$ cat config.mk
export PLATFORM = sky130hd
export DESIGN_NAME = rpe_queue
export DESIGN_NICKNAME = d
export VERILOG_FILES = /design/src/rtl/core/rpe_pkg.sv /design/src/rtl/core/rpe_queue.sv
export SDC_FILE = /design/constraint.sdc
export NUM_CORES = 1
export LEC_CHECK = 0
export ABC_CLOCK_PERIOD_IN_PS = 8000
export BUFFER_PORTS_ARGS = -buffer_cell sky130_fd_sc_hd__buf_2
export CORE_ASPECT_RATIO = 0.8
export CORE_MARGIN = 2
export CORE_UTILIZATION = 55
export DETAILED_ROUTE_END_ITERATION = 8
export PLACE_DENSITY_LB_ADDON = 0.3
export REMOVE_ABC_BUFFERS = 1
export SYNTH_ARGS = -nofsm -noshare
export SYNTH_HDL_FRONTEND = slang
export SYNTH_SLANG_ARGS = --single-unit
$ cat constraint.sdc
create_clock -name clk -period 8 [get_ports clk]
set_input_delay 1.2 -clock clk [delete_from_list [all_inputs] [get_ports clk]]
set_output_delay 1.2 -clock clk [all_outputs]
set_load 0.01 [all_outputs]
$ cat src/rtl/core/rpe_pkg.sv
package rpe_pkg;

	// Default table geometry
	localparam int MAX_POSITIONS_DEF = 2048;
	localparam int MAX_PAIRS_DEF     = 64;

	// Fixed field widths
	localparam int POS_W    = 11;
	localparam int PAIR_W   = 6;
	localparam int PAIRS_W  = 7;
	localparam int DATA_W   = 16;
	localparam int CFG_W    = 11;
	localparam int ENTRY_W  = 2 * DATA_W;

	// Queue between front and back
	localparam int QDEPTH   = 4;
	localparam int QIDX_W   = 2;
	localparam int QCNT_W   = 3;

	// Configuration register indices
	localparam logic CFG_POSITION_OFFSET = 1'b0;
	localparam logic CFG_PAIRS_IN_USE    = 1'b1;

	// Item function codes
	localparam logic FUNC_LOAD   = 1'b0;
	localparam logic FUNC_ROTATE = 1'b1;

	// Reset value of pairs in use
	localparam logic [PAIRS_W-1:0] PAIRS_RESET = PAIRS_W'(64);

	// One rotate operation handed from front to back
	typedef struct packed {
		logic signed [DATA_W-1:0] x_even;
		logic signed [DATA_W-1:0] x_odd;
		logic signed [DATA_W-1:0] cos_v;
		logic signed [DATA_W-1:0] sin_v;
		logic                     oor;
	} rpe_op_t;

endpackage

$ cat src/rtl/core/rpe_queue.sv
module rpe_queue import rpe_pkg::*; (
	input  logic              clk,
	input  logic              arst_n,
	input  logic              push,
	input  rpe_op_t           push_data,
	input  logic              pop,
	output rpe_op_t           pop_data,
	output logic              not_empty,
	output logic [QCNT_W-1:0] count
);

	rpe_op_t            slot_q [QDEPTH];
	logic [QIDX_W-1:0]  wr_ptr_q;
	logic [QIDX_W-1:0]  rd_ptr_q;
	logic [QCNT_W-1:0]  count_q;

	always_ff @(posedge clk or negedge arst_n) begin
		if (!arst_n) begin
			wr_ptr_q <= '0;
			rd_ptr_q <= '0;
			count_q  <= '0;
		end else begin
			if (push) begin
				wr_ptr_q <= wr_ptr_q + QIDX_W'(1);
			end
			if (pop) begin
				rd_ptr_q <= rd_ptr_q + QIDX_W'(1);
			end
			count_q <= count_q + QCNT_W'(push) - QCNT_W'(pop);
		end
	end

	always_ff @(posedge clk) begin
		if (push) begin
			slot_q[wr_ptr_q] <= push_data;
		end
	end

	assign pop_data  = slot_q[rd_ptr_q];
	assign not_empty = (count_q != '0);
	assign count     = count_q;

endmodule

==> flow_summary_export.csv <==
group,metric,value,unit
timing,drv_slew,0,
placement,port_buffers,137,
timing,finalCriticalPeriod,4050,ps
die,initial_utilization,56.4,%
placement,place_congestion,0.739,
hold_path,hold_depth,1,
setup_path,worst-path-max-fanout,36,
synth,yosysMostFrequentCell,"edfxtp_1",
outcome,status,"completed",
global_route,globalRouteOverflowTotal,0,
die,core,17400,um^2
timing,setup_viol,0,
drt,wl_per_cell,21.8,um
power_and_ir_drop,p_leak,3.98,nW
global_route,first_global_vias,4544,
drt,ant_nets,0,
drt,remaining_drc_errors,0,
placement,placed_area,10600,um^2
setup_path,reg2reg_depth,3,
drt,avgViaCountPerCell,5.69,
timing,skew,7.47,ps
cts,worstSkewPairLatency,500,ps
setup_path,cp.depth,3,
power_and_ir_drop,ir_drop,341,uV
power_and_ir_drop,power.internal,3.14,mW
placement,dp_hpwl,9460,um
timing,fmax,0.247,GHz
synth,yosys_most_used_dff,"edfxtp_1",
cts,cts_made_buffers,25,
setup_path,crit_start,"rd_ptr_q[0]",
synth,syn_area_per_cell,26.3,um^2
synth,syn_inst,373,
cts,clk_pin_slew,60,ps
drt,drtPass1Iterations,4,
setup_path,arrival,2850,ps
setup_path,end_kind,"primary output",
drt,drtIter0Drc,292,
setup_path,r2r-start,"wr_ptr_q[0]",
cts,cts.sink_count,267,
drt,wirelength,16700,um
setup_path,critPathKind,"reg2out",
cts,clockRootBuffer,"clkbuf_16",
cts,hold_buffers,0,
synth,async_flop_share,2.62,%
die,fp.dieArea,18900,um^2
cts,cts-resized-gates,0,
timing,worst_slew_pin_slew,1000,ps
synth,synth_top_area_share,79.7,%
layout,n_fill_cell,1109,
setup_path,critical_path.max_stage_delay,830,ps
cts,cts_buffer_depth,3,
global_route,antenna_found_initial,1,
global_route,grt_usage,18.0,%
cts,htree_num_levels,1,
hold_path,hold_start,"count[2]",
drt,num_vias,4375,
hold_path,hp-class,"reg2reg",
power_and_ir_drop,combinationalPowerShare,26.4,%
setup_path,cp.required,6800,ps
cts,cts_tree,"done",
cts,post_cts_buffers,0,
synth,yosys_warnings,0,
setup_path,worstPathCellList,"buf_4 -> mux4_2 -> buf_2",
die,die_w,153,um
die,die_h,123,um
power_and_ir_drop,power.total,4.33,mW
power_and_ir_drop,power_frac_seq,44.9,%
synth,yosysSeqAreaShare,81.5,%
die,fp-row-count,43,
synth,synth_edf_count,260,
global_route,grt_max_degree,67,
setup_path,start_kind,"register",
setup_path,crit_buf_inv,2,
synth,synth_top_area_cell,"edfxtp_1",
timing,postLayoutSetupSlackWorst,3950,ps
global_route,grt_pass1_wl,25900,um
timing,hold_violations,0,
layout,area_growth,17.6,%
layout,nets,600,
timing,relSlewSlack,33.0,%
timing,rsz0062_at_grt,"false",
die,ios,138,
setup_path,path_delay_family,"buffers and inverters",
power_and_ir_drop,p_sw,1.19,mW
power_and_ir_drop,pwr-share-clk,28.6,%
synth,ys_ff_latch,267,
synth,synth_common_cells,"edfxtp_1, mux4_2, dfrtp_1, ha_1, inv_1",
timing,post-route-period-util,50.7,%
run,drv_cap,0,
synth,synthTopCellsByArea,"edfxtp_1, mux4_2, dfrtp_1, buf_12, ha_1",
layout,drive_gt1_share,45.6,%
power_and_ir_drop,swShare,27.5,%
timing,setup-tns-final,0,ps
synth,syn_area,9800,um^2
setup_path,worst_path_max_delay_cell,"dfrtp_4",
layout,final_design_area_no_fill,11500,um^2
synth,synthDistinctLibCells,17,
power_and_ir_drop,power_density,376,nW/um^2
placement,dp_slack,4380,ps
-- placed cells by master (no fill, tap or decap), drive strengths merged --
master and instances:
and2 4, buf 139, bufinv 6, clkbuf 26, clkinv 12, dfrtp 7
diode 2, edfxtp 260, fa 1, ha 6, inv 7, mux4 65
nand2 2, o21ai 1, or3 1, xnor2 2, xor2 3
-- path summary, 6_finish.rpt --
check	endpoint	slack, ps
worst min-delay path	count[2]	510
worst min register to register	count[2]	510
max in group asynchronous	rd_ptr_q[0]	7280
worst max-delay path	pop_data[28]	3950
min in group asynchronous	count[2]	530
worst max register to register	slot_q[0][17]	6080
-- flip-flops by register name, indices dropped and copies added (netlist names) --
signal / flops
slot_q: 260
count: 3
rd_ptr_q: 2
wr_ptr_q: 2
-- stage by stage --
step	instances	hold slack [ps]	utilization, %
after floorplan	358	494	-
after global placement	722	474	61.3
after detailed placement	722	504	61.3
after CTS	767	515	66.3
after global routing	767	518	66.3
final	769	514	66.3
-- layout make-up --
class,instances,area (um^2),share of cell area [%]
Multi-Input combinational cell,85,1660,14.4
Clock inverter,19,243,2.11
Tap cell,225,282,2.44
Timing Repair Buffer,139,701,6.08
Sequential cell,267,7990,69.3
Inverter,6,22.5,0.195
Clock buffer,26,629,5.46
Antenna cell,2,5.00,0.0434
-- power by group through the flow --
stage	Sequential, mW	Clock, mW	Combinational (mW)
floorplan	2.03	0	0.685
global placement	1.96	0	1.15
detailed placement	1.98	0	1.17
CTS	1.95	1.26	1.17
global route	1.98	1.32	1.24
finish	1.95	1.24	1.14
-- worst reg2reg max path, delay by kind of cell (launching register included) --
family                     cells  cell delay [ps]
buffers and inverters          1              120
and+or+nand+nor                1              790
adders and majority gates      1              150
DFF                            1              430
-- kinds of logic (layout without fill, tap and decap cells) --
kind of cell | count (synthesis) | after routing | share of synthesized area, %
AO/OA/AOI/OAI | 1 | 1 | 0.0510
XOR/XNOR | 5 | 5 | 0.447
adder cells (fa/ha/maj) | 7 | 7 | 0.970
buffers and inverters | 21 | 190 | 1.72
flip-flops | 267 | 267 | 81.5
multiplexers | 65 | 65 | 14.9
other | 0 | 2 | 0
AND/OR/NAND/NOR | 7 | 7 | 0.396
-- routing by layer --
layer / wire [um] / part of all wire, % / up-vias / track usage, %
met5: 0 / 0 / - / 0
met4: 212 / 1.3 / 0 / 3.36
met3: 1140 / 6.8 / 18 / 4.45
met2: 8010 / 48 / 160 / 28.3
met1: 7390 / 44 / 2301 / 26.5
li1: - / - / 1896 / -
Note: power is estimated with default switching activity, not from simulation.
