**src/rtl/core/rpe_pkg.sv**
```systemverilog
package rpe_pkg;

	// Default table geometry
	localparam int MAX_POSITIONS_DEF = 2048;
	localparam int MAX_PAIRS_DEF     = 64;

	// Fixed field widths
	localparam int POS_W    = 11;
	localparam int PAIR_W   = 6;
	localparam int PAIRS_W  = 7;
	localparam int DATA_W   = 16;
	localparam int CFG_W    = 11;
	localparam int ENTRY_W  = 2 * DATA_W;

	// Queue between front and back
	localparam int QDEPTH   = 4;
	localparam int QIDX_W   = 2;
	localparam int QCNT_W   = 3;

	// Configuration register indices
	localparam logic CFG_POSITION_OFFSET = 1'b0;
	localparam logic CFG_PAIRS_IN_USE    = 1'b1;

	// Item function codes
	localparam logic FUNC_LOAD   = 1'b0;
	localparam logic FUNC_ROTATE = 1'b1;

	// Reset value of pairs in use
	localparam logic [PAIRS_W-1:0] PAIRS_RESET = PAIRS_W'(64);

	// One rotate operation handed from front to back
	typedef struct packed {
		logic signed [DATA_W-1:0] x_even;
		logic signed [DATA_W-1:0] x_odd;
		logic signed [DATA_W-1:0] cos_v;
		logic signed [DATA_W-1:0] sin_v;
		logic                     oor;
	} rpe_op_t;

endpackage

```
**src/rtl/core/rpe_back.sv**
```systemverilog
module rpe_back import rpe_pkg::*; (
	input  logic                     clk,
	input  logic                     arst_n,
	input  logic                     q_not_empty,
	input  rpe_op_t                  q_data,
	output logic                     pop,
	output logic                     out_valid,
	input  logic                     out_stall,
	output logic signed [DATA_W-1:0] y_even,
	output logic signed [DATA_W-1:0] y_odd,
	output logic                     out_of_range
);

	logic                     advance;
	logic                     valid_s1;
	logic                     oor_s1;
	logic signed [31:0]       xc_e_s1;
	logic signed [31:0]       xs_o_s1;
	logic signed [31:0]       xs_e_s1;
	logic signed [31:0]       xc_o_s1;
	logic signed [33:0]       acc_even;
	logic signed [33:0]       acc_odd;
	logic signed [DATA_W-1:0] sat_even;
	logic signed [DATA_W-1:0] sat_odd;
	logic                     out_valid_q;
	logic signed [DATA_W-1:0] y_even_q;
	logic signed [DATA_W-1:0] y_odd_q;
	logic                     oor_q;

	// round half up, floor shift to Q1.15, clamp
	function automatic logic signed [DATA_W-1:0] round_sat(input logic signed [33:0] acc);
		logic signed [33:0] shifted;
		logic signed [18:0] q;
		shifted = acc >>> 15;
		q       = shifted[18:0];
		if (q > 19'sd32767) begin
			return 16'sh7FFF;
		end else if (q < -19'sd32768) begin
			return 16'sh8000;
		end else begin
			return q[DATA_W-1:0];
		end
	endfunction

	// whole back pipe holds while a valid output is stalled
	assign advance = !(out_valid_q && out_stall);
	assign pop     = q_not_empty && advance;

	always_ff @(posedge clk or negedge arst_n) begin
		if (!arst_n) begin
			valid_s1    <= 1'b0;
			out_valid_q <= 1'b0;
		end else if (advance) begin
			valid_s1    <= pop;
			out_valid_q <= valid_s1;
		end
	end

	always_ff @(posedge clk) begin
		if (pop) begin
			oor_s1  <= q_data.oor;
			xc_e_s1 <= q_data.x_even * q_data.cos_v;
			xs_o_s1 <= q_data.x_odd * q_data.sin_v;
			xs_e_s1 <= q_data.x_even * q_data.sin_v;
			xc_o_s1 <= q_data.x_odd * q_data.cos_v;
		end
	end

	assign acc_even = 34'(xc_e_s1) - 34'(xs_o_s1) + 34'sd16384;
	assign acc_odd  = 34'(xs_e_s1) + 34'(xc_o_s1) + 34'sd16384;
	assign sat_even = round_sat(acc_even);
	assign sat_odd  = round_sat(acc_odd);

	always_ff @(posedge clk) begin
		if (advance && valid_s1) begin
			y_even_q <= oor_s1 ? '0 : sat_even;
			y_odd_q  <= oor_s1 ? '0 : sat_odd;
			oor_q    <= oor_s1;
		end
	end

	assign out_valid    = out_valid_q;
	assign y_even       = y_even_q;
	assign y_odd        = y_odd_q;
	assign out_of_range = oor_q;

endmodule

```
**config.mk**
```make
export PLATFORM = sky130hd
export DESIGN_NAME = rpe_back
export DESIGN_NICKNAME = d
export VERILOG_FILES = /design/src/rtl/core/rpe_pkg.sv /design/src/rtl/core/rpe_back.sv
export SDC_FILE = /design/constraint.sdc
export NUM_CORES = 2
export LEC_CHECK = 0
export BUFFER_PORTS_ARGS = -buffer_cell sky130_fd_sc_hd__buf_2
export CAP_MARGIN = 10
export CORE_AREA = 10 10 295 297
export DETAILED_ROUTE_END_ITERATION = 16
export DIE_AREA = 0 0 305 307
export PLACE_DENSITY = 0.75
export SYNTH_ARGS = -nofsm -noshare
export SYNTH_HDL_FRONTEND = slang
export SYNTH_SLANG_ARGS = --single-unit
```
**constraint.sdc**
```tcl
create_clock -name clk -period 4.5 [get_ports clk]
set_clock_uncertainty 0.1 [all_clocks]
set_input_delay 0.225 -clock clk [delete_from_list [all_inputs] [get_ports clk]]
set_output_delay 0.225 -clock clk [all_outputs]
set_load 0.01 [all_outputs]
```
==> summary.md <==
| Metric | Value |
|---|---|
| Vias | `38.3k` |
| Share of the synthesized area in the top cell type | `43.4%` |
| Syn_nets | `6631` |
| DRC | `0` |
| Avg Cell Area, Syn | `9.56 µm²` |
| Worst setup margin | `-1.10 ns` |
| Initial DRC count | `2839` |
| Top cells by count, synth | `inv_1, fa_1, nand2_1, and2_1, ha_1` |
| Relative slew slack | `35.9%` |
| Placer Congestion | `0.957` |
| H-tree depth | `4` |
| Synth top area cells | `fa_1, ha_1, edfxtp_1` |
| First-pass GRT wire length | `218 mm` |
| Final count of pins violating max slew | `0` |
| Pin count of the biggest net entering global routing | `51` |
| Initial antenna violation count | `0` |
| Max Root-Sink Buffers | `2` |
| EDFF count, synth | `162` |
| Async SR Flop Fraction | `1.22%` |
| Hold Path Origin | `q_data[1]` |
| Vias per std cell | `5.53` |
| Worst slew pin tran | `0.961 ns` |
| Worst path arrival time | `5.76 ns` |
| RR Endpoint | `y_even[12]$_SDFFCE_PP0P_` |
| Final Non-Filler Cells | `6925` |
| Netlist cell types | `77` |
| Gr usage total | `29.6%` |
| Clk Latency, worst-skew pair | `0.52 ns` |
| Setup violations, final | `86` |
| Clock sinks | `164` |
| Layout area overhead | `27.7%` |
| CP startpoint kind | `input port` |
| Aggregate global routing overflow | `0` |
| Clk root buf | `clkbuf_16` |
| Sequential fraction of the synthesis area | `10.2%` |
| Crit-path max FO | `5` |
| Mapped Cells | `5062` |
| FP Rows | `105` |
| Crit share post-route | `125%` |
| Final hold slack | `0.168 ns` |
| Die ar. | `93600 µm²` |
| Status | `finished with violations` |
| R2R Path Start | `xc_e_s1[4]$_DFFE_PP_` |
| Seq cells post-synth | `164` |
| Max_cap viols | `0` |
| RSZ-0062 raised after global routing | `true` |
| Hold WC Path Type | `input port to register` |
| Failing checks | `setup timing` |
| Nets@finish | `7411` |
| Worst Setup Path Type | `input port to register` |
| Final WL | `138 mm` |
| Worst reg2reg setup slack | `0.25 ns` |
| Mapped cell area | `48400 µm²` |
| Top_reg_cell synth | `edfxtp_1` |
| Ports | `104` |
| Hold EP | `xs_e_s1[0]$_DFFE_PP_` |
| Filler Cell Count | `5103` |
| Placed instance area | `56100 µm²` |
| Count leader, synth | `inv_1` |
| Layout cells sized above 1 | `27.2%` |
| Post-detailed-route wirelength per cell | `20.0 µm` |
| Vias in the first global route | `41.1k` |
| Detailed Place HPWL | `107 mm` |
| Starting Density | `59.5%` |
| Final ANT Viol Nets | `0` |
| Synth warn | `0` |
| Setup crit end kind | `register` |
| TritonCTS Buffers | `17` |
| Min cycle time layout | `5.60 ns` |
| WP data required | `4.66 ns` |
| WHS Path Cells | `3` |
| IO buf count | `103` |
| Placed cells | `6694` |
| R2R cell count | `12` |
| TritonCTS clock tree | `yes` |
| Die height | `307 µm` |
| Finished Core Util | `76.0%` |
| Max Freq | `178 MHz` |
| Hold Violations, Final | `0` |
| Top cell type by total area after synthesis | `fa_1` |
| Pre-antenna DRT Iters | `6` |
| Core area | `81300 µm²` |
| Post-route design area | `61800 µm²` |
| Die width | `305 µm` |
| Reg clk slew, reported paths | `0.07 ns` |
[cell families after synthesis]
logic type / count (synthesis) / share of synthesized area (%)
and+or+nand+nor: 1343 / 14.1
buffers and inverters: 1410 / 11.0
muxes: 2 / 0.0414
xor gates and xnor gates: 167 / 3.02
AOI/OAI and AO/OA: 476 / 6.65
adders and majority gates: 1500 / 55.1
DFF: 164 / 10.2
[flip-flops by register name (all words and copies together), names as in the netlist]
name	flops
oor_s1	1
out_of_range	1
out_valid	1
valid_s1	1
xc_e_s1	32
xc_o_s1	32
xs_e_s1	32
xs_o_s1	32
y_even	16
y_odd	16
[timing repair]
item	in CTS	in global routing
endpoints found under the setup margin	89	89
gates cloned	9	3
hold buffers	4	0
gates resized for setup	549	280
pin swaps	241	216
hold endpoints to repair	5	0
setup buffers	152	64
[metrics by stage]
stage	TNS, ns	worst slack (ns)
after CTS	-52.06	-0.982
after global placement	-116.50	-1.73
final	-61.41	-1.10
after global routing	-72.18	-1.28
after detailed placement	-122.32	-1.83
after floorplan	-55.74	-1.20
[area by class of cell]
cell class	instances	area, µm²	share of cell area [%]
flip-flops and latches	164	4910	7.96
well taps	1070	1340	2.17
repair buffers	974	9350	15.1
multi-input cells	3488	41100	66.5
clock buffers	19	433	0.701
diodes	1	2.50	0.00405
clock inverters	12	153	0.247
inverters	1197	4500	7.29
[worst max-delay path, cell delays in order]
cell and delay [ns]:
buf_12 0.12, buf_4 0.13, buf_6 0.12, and2_4 0.16, fa_1 0.53, inv_1 0.05
fa_1 0.45, fa_1 0.50, inv_1 0.05, fa_1 0.47, fa_1 0.50, inv_1 0.05
fa_1 0.49, inv_2 0.05, ha_4 0.21, a21o_1 0.18, a21o_1 0.21, a21oi_4 0.21
o21ai_4 0.09, a21oi_4 0.22, a21oi_4 0.12, buf_4 0.15, a211o_1 0.25, a21oi_2 0.13
xnor2_1 0.10
[layer usage]
metal  part of all wire (%)  track usage, %
met3                    9.6            7.25
met4                    4.8            12.1
met5                      0               0
met2                     46            46.0
met1                     39            39.6
[layout by cell type, fill, tap and decap left out, drive strengths merged, types with 6 or more instances in the layout]
master / instances
nor2: 119
o21a: 14
buf: 963
a31oi: 10
a211oi: 23
nor4: 7
and2: 504
o31ai: 20
or3: 14
xor2: 51
a21oi: 127
nand4: 20
nand2b: 29
o311ai: 7
a21o: 90
o2111ai: 7
and3: 18
ha: 452
and4: 10
a211o: 8
nor2b: 12
nor3: 35
o21bai: 29
o21ai: 61
nand2: 523
or2: 6
edfxtp: 162
xnor2: 116
nand3: 31
a2111oi: 10
o211ai: 8
clkbuf: 23
fa: 1048
inv: 1200
o22ai: 19
[worst max-delay path by stage]
stage                    start                     to  slack [ns]  cells after the start
global route         q_data[5]  xs_e_s1[27]$_DFFE_PP_       -1.28                     25
CTS                  q_data[5]  xs_o_s1[25]$_DFFE_PP_       -0.98                     25
detailed placement  q_data[42]  xc_o_s1[30]$_DFFE_PP_       -1.83                     21
finish               q_data[5]  xs_e_s1[27]$_DFFE_PP_       -1.10                     25
global placement    q_data[44]  xs_o_s1[25]$_DFFE_PP_       -1.73                     22
floorplan           q_data[21]  xc_o_s1[30]$_DFFE_PP_       -1.20                     23
Power is left out: the tool's default activity adds up to more than one toggle a clock period on the data nets, which glitch-free logic cannot reach.
